===== src/design/hds_pkg.sv =====
// ----------------------------------------------------------------------------
// hds_pkg: shared constants and types for the HTML signature detector.
// Holds the pattern table, register codes and the matcher result struct.
// ----------------------------------------------------------------------------
`default_nettype none

package hds_pkg;

    // Configuration register widths, resets and codes.
    localparam int        WINDOW_W            = 16;
    localparam logic [WINDOW_W-1:0] WINDOW_RESET = 16'd1024;
    localparam logic      CHECK_RESET         = 1'b1;
    localparam int        INDEX_WIDTH_DEFAULT = 16;
    localparam int        ADDR_W              = 3;
    localparam logic      REG_WINDOW          = 1'b0;
    localparam logic      REG_CHECK           = 1'b1;

    // Pattern set: seven tag names, then the doctype and the comment opener.
    localparam int        PAT_COUNT  = 9;
    localparam int        TAG_COUNT  = 7;
    localparam int        OFFSET_W   = 4;
    localparam logic [OFFSET_W-1:0] OFFSET_MAX = 4'hF;
    localparam logic [7:0] LT_CHAR   = 8'h3C;

    // Character k of a pattern sits at bits [8*k +: 8], all in lower case.
    localparam logic [63:0] PAT_TEXT [PAT_COUNT] = '{
        {32'h0, "lmth"},
        {32'h0, "daeh"},
        {32'h0, "ydob"},
        {32'h0, "atem"},
        {40'h0, "vid"},
        {16'h0, "tpircs"},
        {24'h0, "elyts"},
        "epytcod!",
        {40'h0, "--!"}
    };

    localparam logic [OFFSET_W-1:0] PAT_LEN [PAT_COUNT] = '{
        4'd4, 4'd4, 4'd4, 4'd4, 4'd3, 4'd6, 4'd5, 4'd8, 4'd3
    };

    // Matcher result for one byte.
    typedef struct packed {
        logic [PAT_COUNT-1:0] alive;
        logic                 hit;
    } match_t;

endpackage

`default_nettype wire


===== src/design/hds_match.sv =====
// ----------------------------------------------------------------------------
// hds_match: compares one byte against every live pattern.
// Returns the surviving candidates and whether a signature completed.
// ----------------------------------------------------------------------------
`default_nettype none

module hds_match
    import hds_pkg::*;
(
    input  wire logic [7:0]           data_byte,
    input  wire logic [PAT_COUNT-1:0] alive,
    input  wire logic [OFFSET_W-1:0]  offset,
    output match_t                    result
);

    logic [7:0] lower_byte;
    logic       boundary;

    // Fold upper-case letters to lower case.
    always_comb
    begin
        if (data_byte >= "A" && data_byte <= "Z")
        begin
            lower_byte = data_byte + 8'd32;
        end
        else
        begin
            lower_byte = data_byte;
        end
    end

    // Bytes that may close a tag name.
    assign boundary = (data_byte == ">")   || (data_byte == "/")   ||
                      (data_byte == " ")   || (data_byte == 8'h09) ||
                      (data_byte == 8'h0A) || (data_byte == 8'h0D) ||
                      (data_byte == 8'h0C);

    // Step every live candidate by one byte.
    always_comb
    begin
        result.alive = alive;
        result.hit   = 1'b0;
        for (int p = 0; p < PAT_COUNT; p++)
        begin
            if (alive[p])
            begin
                if (offset < PAT_LEN[p])
                begin
                    if (lower_byte == PAT_TEXT[p][{offset[2:0], 3'b000} +: 8])
                    begin
                        // Doctype and comment complete on their last character.
                        if (offset == PAT_LEN[p] - 4'd1 && p >= TAG_COUNT)
                        begin
                            result.hit      = 1'b1;
                            result.alive[p] = 1'b0;
                        end
                    end
                    else
                    begin
                        result.alive[p] = 1'b0;
                    end
                end
                else
                begin
                    // A tag name needs a boundary byte right after it.
                    if (offset == PAT_LEN[p] && p < TAG_COUNT && boundary)
                    begin
                        result.hit = 1'b1;
                    end
                    result.alive[p] = 1'b0;
                end
            end
        end
    end

endmodule

`default_nettype wire


===== src/design/html_signature_detector_top.sv =====
// ----------------------------------------------------------------------------
// html_signature_detector_top: flags buffers that carry an HTML signature.
// A word that ends a buffer gives its result via the input register and then the result register.
// Throughput: one byte word per cycle while in_stall is low; the match state updates once per byte.
// Reset: rst_n clears all scan state; window is 1024 and checking is enabled.
// ----------------------------------------------------------------------------
`default_nettype none

module html_signature_detector_top
    import hds_pkg::*;
#(
    parameter int IndexWidth = INDEX_WIDTH_DEFAULT
)
(
    input  wire logic              clk,
    input  wire logic              rst_n,
    // Configuration port.
    input  wire logic              psel,
    input  wire logic              penable,
    input  wire logic              pwrite,
    input  wire logic [ADDR_W-1:0] paddr,
    input  wire logic [31:0]       pwdata,
    output logic      [31:0]       prdata,
    output logic                   pready,
    // Byte input channel.
    input  wire logic              in_valid,
    output logic                   in_stall,
    input  wire logic [7:0]        data_byte,
    input  wire logic              end_of_buffer,
    // Result channel.
    output logic                   out_valid,
    input  wire logic              out_stall,
    output logic                   html_found
);

    localparam int CmpW = (IndexWidth > WINDOW_W) ? IndexWidth : WINDOW_W;

    logic [WINDOW_W-1:0]   window_reg;
    logic                  check_reg;
    logic                  s1_valid_reg;
    logic [7:0]            s1_byte_reg;
    logic                  s1_end_reg;
    logic [IndexWidth-1:0] index_reg;
    logic [IndexWidth-1:0] index_next;
    logic [OFFSET_W-1:0]   offset_reg;
    logic [OFFSET_W-1:0]   offset_next;
    logic [PAT_COUNT-1:0]  alive_reg;
    logic [PAT_COUNT-1:0]  alive_next;
    logic                  found_reg;
    logic                  found_next;
    logic                  out_valid_reg;
    logic                  out_found_reg;
    logic                  out_free;
    logic                  s1_fire;
    logic                  in_accept;
    logic                  cfg_write;
    logic                  index_full;
    logic                  in_window;
    logic                  tail_hit;
    match_t                match;

    // Configuration writes and reads.
    assign pready    = 1'b1;
    assign cfg_write = psel && penable && pwrite;

    always_ff @(posedge clk or negedge rst_n)
    begin
        if (!rst_n)
        begin
            window_reg <= WINDOW_RESET;
            check_reg  <= CHECK_RESET;
        end
        else if (cfg_write)
        begin
            unique case (paddr[2])
                REG_WINDOW: window_reg <= pwdata[WINDOW_W-1:0];
                REG_CHECK:  check_reg  <= pwdata[0];
                default:    ;
            endcase
        end
    end

    always_comb
    begin
        unique case (paddr[2])
            REG_WINDOW: prdata = {{(32-WINDOW_W){1'b0}}, window_reg};
            REG_CHECK:  prdata = {31'd0, check_reg};
            default:    prdata = 32'd0;
        endcase
    end

    // Handshake: the input register drains unless it holds a buffer end and a result word is blocked.
    assign out_free  = !out_valid_reg || !out_stall;
    assign s1_fire   = s1_valid_reg && (!s1_end_reg || out_free);
    assign in_stall  = s1_valid_reg && !s1_fire;
    assign in_accept = in_valid && !in_stall;

    // Input register.
    always_ff @(posedge clk or negedge rst_n)
    begin
        if (!rst_n)
        begin
            s1_valid_reg <= 1'b0;
        end
        else if (in_accept)
        begin
            s1_valid_reg <= 1'b1;
        end
        else if (s1_fire)
        begin
            s1_valid_reg <= 1'b0;
        end
    end

    always_ff @(posedge clk)
    begin
        if (in_accept)
        begin
            s1_byte_reg <= data_byte;
            s1_end_reg  <= end_of_buffer;
        end
    end

    // Pattern compare for the registered byte.
    hds_match u_match (
        .data_byte (s1_byte_reg),
        .alive     (alive_reg),
        .offset    (offset_reg),
        .result    (match)
    );

    // Window check, restart on an in-window '<', offset and index counting.
    assign index_full = (index_reg == {IndexWidth{1'b1}});
    assign in_window  = !index_full && (CmpW'(index_reg) < CmpW'(window_reg));

    always_comb
    begin
        if (s1_byte_reg == LT_CHAR && in_window)
        begin
            alive_next  = {PAT_COUNT{1'b1}};
            offset_next = '0;
        end
        else
        begin
            alive_next  = match.alive;
            offset_next = (offset_reg == OFFSET_MAX) ? offset_reg
                                                     : offset_reg + 4'd1;
        end
        index_next = index_full ? index_reg : index_reg + 1'b1;
    end

    // A tag name that runs into the buffer end counts as a hit.
    always_comb
    begin
        tail_hit = 1'b0;
        for (int p = 0; p < TAG_COUNT; p++)
        begin
            if (alive_next[p] && offset_next == PAT_LEN[p])
            begin
                tail_hit = 1'b1;
            end
        end
        found_next = found_reg || match.hit || (s1_end_reg && tail_hit);
    end

    // Scan state, cleared after each buffer end.
    always_ff @(posedge clk or negedge rst_n)
    begin
        if (!rst_n)
        begin
            index_reg  <= '0;
            offset_reg <= '0;
            alive_reg  <= '0;
            found_reg  <= 1'b0;
        end
        else if (s1_fire)
        begin
            if (s1_end_reg)
            begin
                index_reg  <= '0;
                offset_reg <= '0;
                alive_reg  <= '0;
                found_reg  <= 1'b0;
            end
            else
            begin
                index_reg  <= index_next;
                offset_reg <= offset_next;
                alive_reg  <= alive_next;
                found_reg  <= found_next;
            end
        end
    end

    // Result register.
    always_ff @(posedge clk or negedge rst_n)
    begin
        if (!rst_n)
        begin
            out_valid_reg <= 1'b0;
        end
        else if (s1_fire && s1_end_reg)
        begin
            out_valid_reg <= 1'b1;
        end
        else if (!out_stall)
        begin
            out_valid_reg <= 1'b0;
        end
    end

    always_ff @(posedge clk)
    begin
        if (s1_fire && s1_end_reg)
        begin
            out_found_reg <= found_next && check_reg;
        end
    end

    assign out_valid  = out_valid_reg;
    assign html_found = out_found_reg;

endmodule

`default_nettype wire

===== config.mk =====
export PLATFORM = sky130hd
export DESIGN_NAME = html_signature_detector_top
export DESIGN_NICKNAME = d
export VERILOG_FILES = /design/src/design/hds_pkg.sv /design/src/design/hds_match.sv /design/src/design/html_signature_detector_top.sv
export SDC_FILE = /design/constraint.sdc
export NUM_CORES = 1
export LEC_CHECK = 0
export BUFFER_PORTS_ARGS = -buffer_cell sky130_fd_sc_hd__buf_4
export CELL_PAD_IN_SITES_DETAIL_PLACEMENT = 1
export CELL_PAD_IN_SITES_GLOBAL_PLACEMENT = 1
export CORE_MARGIN = 8
export CORE_UTILIZATION = 38
export DETAILED_ROUTE_END_ITERATION = 6
export HOLD_SLACK_MARGIN = 0.05
export PLACE_DENSITY = 0.86
export SYNTH_ARGS = -nofsm -noshare
export SYNTH_HDL_FRONTEND = slang
export SYNTH_HIERARCHICAL = 1
export SYNTH_SLANG_ARGS = --single-unit

===== constraint.sdc =====
create_clock -name clk -period 2.57 [get_ports clk]
set_clock_uncertainty 0.05 [all_clocks]
set_input_delay 0.514 -clock clk [delete_from_list [all_inputs] [get_ports clk]]
set_output_delay 0.514 -clock clk [all_outputs]
set_load 0.05 [all_outputs]

### Word-level counts from Yosys, hierarchy flattened

Cells that the tools add are included.

* bits in registers: 59
* input port bits: 51
* output and inout port bits: 36
* logic and storage cells: 183

* add/subtract/negate cells: 3
* magnitude comparators: 8
* equality and inequality tests: 31
* shift operators: 9
* multiplexer cells: 78
* bitwise logic cells: 1
* reductions and logical operators: 42

Operators by type and width (count)
* $shiftx A64 B7 Y8 const A: 9
* $eq A8 B8 Y1: 9
* $mux W1: 68
* $pmux W32 S2: 1
* $eq A8 B4 Y1 const B: 4
* $eq A8 B6 Y1 const B: 4
* $mux W16: 2
* $eq A4 B3 Y1 const B: 7
* $logic_and A1 B1 Y1: 22
* $mux W9: 2
* $add A16 B1 Y16 const B: 1
* $eq A16 B16 Y1 const B: 1
* $lt A16 B16 Y1: 1
* $eq A4 B2 Y1 const B: 3
* $lt A4 B3 Y1 const B: 3
* $mux W4: 3
* $logic_or A1 B1 Y1: 10
* $add A8 B6 Y8 const B: 1
* $ge A8 B7 Y1 const B: 1
* $le A8 B7 Y1 const B: 1
* $mux W8: 1
* $logic_not A1 Y1: 6
* $reduce_and A2 Y1: 3
* $add A4 B1 Y4 const B: 1
* 8 further kinds: 8

### Logic depth before layout (Yosys ltp)

* depth after elaboration: 40
* depth in mapped cells: 13

### Modules after synthesis

Netlist, hierarchy kept.

Modules (own cells, without submodules)
* html_signature_detector_top: times used 1, cells each 367, area each 3537.1 sq um, seq. area each 1529.0 sq um
* hds_match: times used 1, cells each 196, area each 1226.2 sq um, seq. area each 0.0 sq um

### Worst setup path before layout

OpenSTA, ideal clock, no wires.

* kind: reg2reg
* from: register offset_reg[1]
* to: register out_found_reg (netlist: html_found), data pin
* library setup time: 0.180 ns
* arrival: 2.536 ns
* path slack: -0.196 ns
* stages on the path, launching flop included: 13
* path buffers: 2
* clock period less this slack: 2.766 ns
* path through: dfrtp_1 > buf_2 > inv_1 > ha_1 > buf_2 > nor2b_1 > o31ai_1 > nand4_1 > nor4b_1 > o2111ai_1 > o41ai_1 > o21ai_0 > o41ai_2

RTL lines
* from (decl): RTL line html_signature_detector_top.sv:45 `logic [OFFSET_W-1:0] offset_reg;`
* from (signal assigned): RTL line html_signature_detector_top.sv:188 `offset_reg <= offset_next;`
* to (signal assigned): RTL line html_signature_detector_top.sv:216 `out_found_reg <= found_next && check_reg;`
* to (decl): RTL line html_signature_detector_top.sv:52 `logic out_found_reg;`

==> results.json <==
{
  "outcome": "complete, but fails checks",
  "violations": "setup timing",
  "clockBufferDepth": 2,
  "placeableCoreArea_um2": 12400,
  "powerDensity_nw_per_um2": 703,
  "hpwl_um": 12600,
  "vias": 5036,
  "ys_seq_area_share_pct": 32.1,
  "hp-class": "input port to asynchronous set/reset pin",
  "netlist_area_um2": 4760,
  "fin_ws_ps": -227,
  "antenna_cells": 0,
  "place.gp.congestion": 0.884,
  "critPathCapture": "html_found$_DFFE_PP_",
  "cp.arrival_ps": 2890,
  "rsz0062_at_grt": "true",
  "grt_pass1_vias": 5375,
  "die_area_um2": 16400,
  "port_buffers": 51,
  "synthFlopType": "dfrtp_1",
  "synth_compound_area_share_pct": 18.3,
  "startpoint": "s1_byte_reg[4]$_DFFE_PP_",
  "die_y_um": 128,
  "wl_per_cell_um": 22.5,
  "ios": 87,
  "drc": 0,
  "post-route-period-util_pct": 109,
  "drt-total-wl_um": 19100,
  "synthTopCellsByArea": "dfrtp_1 25%, edfxtp_1 6.3%, ha_1 6.3%",
  "grt_pass1_wl_um": 28400,
  "critPathMaxFanout": 5,
  "start_util_pct": 38.4,
  "first_iter_violations": 279,
  "multi_input_area_um2": 3200,
  "htreeDepth": 3,
  "async_flop_share_pct": 83.1,
  "ys_warn_count": 6,
  "synth_xor_xnor_area_share_pct": 3.86,
  "fmax_mhz": 358,
  "rr_startpoint": "s1_byte_reg[4]$_DFFE_PP_",
  "synth-simple-area-share_pct": 26.0,
  "hold_viol": 0,
  "cts_tree": "built",
  "track_usage_pct": 21.7,
  "ctsHoldBuffers": 0,
  "vdd_drop_max_v": 0.000444,
  "reg2reg_to": "html_found$_DFFE_PP_",
  "antenna_found_initial": 0,
  "crit_type": "register to register",
  "worst_ep_required_time_ps": 2670,
  "layout_common_cells": "129 x buf_4, 45 x dfrtp_1, 42 x nor2_1",
  "slew_violations": 0,
  "maxCapViolations": 0,
  "clockRootBuffer": "clkbuf_16",
  "slew_headroom_pct": 40.3,
  "clock_latency_ps": 330,
  "synth_top_family_by_area": "simple AND/OR/NAND/NOR gates",
  "clock_sinks": 59,
  "r2r_slack_ps": -230,
  "synth_adder_area_share_pct": 6.30,
  "die_x_um": 128,
  "synthCells": 563,
  "std_cell_rows": 41,
  "fin_hold_ws_ps": 177,
  "grt_max_degree": 50,
  "drt_first_pass_iters": 4,
  "tns_ps": -333,
  "areaGrowthSynthToFinish_pct": 34.7,
  "critPathCaptureType": "register",
  "drive_gt1_share_pct": 36.1,
  "leakage_uw": 0.00281,
  "numCtsBuffers": 9,
  "ant_nets": 0,
  "synth_edf_count": 10,
  "setup_viol": 4,
  "period_minus_slack_ps": 2800,
  "yosys.area.top_type": "dfrtp_1",
  "synth_cell_types": 69,
  "worstSetupStartpointType": "register",
  "path_clk_slew_ps": 50,
  "ys_ff_latch": 59,
  "avgViaCountPerCell": 5.92,
  "syn_avg_cell_area_um2": 8.46,
  "final_nets": 749,
  "overflow": 0,
  "tightest_slew_ps": 890,
  "final_common_cell": "buf_4",
  "reg2reg_depth": 12,
  "fillCellCount": 1476,
  "final-seq-area_um2": 1530,
  "finish.utilization_pct": 51.7,
  "yosysTopAreaCellShare_pct": 24.7,
  "synth_mux_area_share_pct": 4.89
}
## cell families (layout without fill, tap and decap cells)
family / count (synthesis) / count (layout)
adders and majority gates: 24 / 24
and+or+nand+nor: 219 / 220
AOI/OAI and AO/OA: 134 / 134
muxes: 21 / 21
other: 2 / 17
buffers and inverters: 83 / 183
DFF: 59 / 59
xor gates and xnor gates: 21 / 21
## synthesized netlist by cell type, drive strengths merged, types with 3 or more instances
library cell  number
xor2              10
nor2b              9
clkbuf            20
nand2             47
edfxtp            10
o211ai             4
o22ai              5
and2               4
inv               28
buf               35
o21ai             28
nor4               8
dfrtp             47
nand3b             5
and4               3
a31oi             11
or3                7
nand4b             4
a21o               5
a21oi             43
nand3             17
and3               8
o41ai              5
xnor2             11
nor3b             10
nor4b              5
ha                24
nand2b             8
o2111ai            4
nor3              14
or4                7
or4b               3
a2111oi            3
or2                3
nand4             12
o31ai              7
mux2              18
nor2              44
mux2i              3
o32ai              3
## how the worst min path moves through the flow
stage / startpoint / endpoint / slack, ps / depth (start not counted)
after global placement: found_reg$_DFFE_PN0P_ / found_reg$_DFFE_PN0P_ / 430 / 2
after detailed placement: window_reg[9]$_DFFE_PN0P_ / window_reg[9]$_DFFE_PN0P_ / 440 / 1
after global routing: rst_n / window_reg[11]$_DFFE_PN0P_ / 210 / 1
after CTS: rst_n / index_reg[12]$_DFFE_PN0P_ / 190 / 1
final: rst_n / window_reg[11]$_DFFE_PN0P_ / 180 / 1
after floorplan: rst_n / alive_reg[0]$_DFFE_PN0P_ / 170 / 0
## where the power goes
group / total, µW / internal (µW) / switching (µW)
combinational: 2180 / 890 / 1290
sequential: 1180 / 1070 / 111
clock: 1150 / 701 / 444
total: 4510 / 2660 / 1850
## metrics by stage
step / setup slack (ps) / area, µm² / instances / power [µW]
3_3_place_gp: -111 / 5710 / 820 / 2910
4_1_cts: -90.1 / 6170 / 842 / 4300
2_1_floorplan: 10.2 / 4840 / 578 / 2330
6_report: -227 / 6420 / 851 / 4510
5_1_grt: -350 / 6420 / 851 / 4700
3_5_place_dp: -214 / 5710 / 820 / 3030
## area by class of cell
class	instances	share of cell area, %
clock buffers	12	4.00
multi-input cells	437	49.8
well taps	172	3.35
flip-flops and latches	59	23.9
clock inverters	4	0.390
repair buffers	139	16.9
inverters	28	1.68
## repair_timing
| action | in CTS | in global routing |
|---|---|---|
| pin swaps | 12 | 20 |
| cloned | 0 | 1 |
| endpoints found under the setup margin | 14 | 15 |
| gates resized for setup | 30 | 39 |
| setup buffers | 6 | 9 |
| hold endpoints to repair | 0 | 0 |
## worst max-delay path, cell delays in order (launching register included)
cell	delay, ps
edfxtp_1	490
nor2_2	230
buf_4	180
o2bb2ai_1	150
o21ai_1	160
nor2_1	170
nor4b_2	240
buf_4	190
a21o_1	110
o211ai_1	80
o211ai_1	130
o41ai_2	120
o41ai_2	290
## layer usage
layer / part of all wire [%] / GRT usage (%) / up-vias
met5: 0 / 0 / -
met4: 5.2 / 9.93 / 0
met3: 4.4 / 4.33 / 74
met2: 54 / 41.1 / 202
met1: 36 / 22.5 / 2512
li1: - / - / 2248
(Power assumes the default switching activity.)
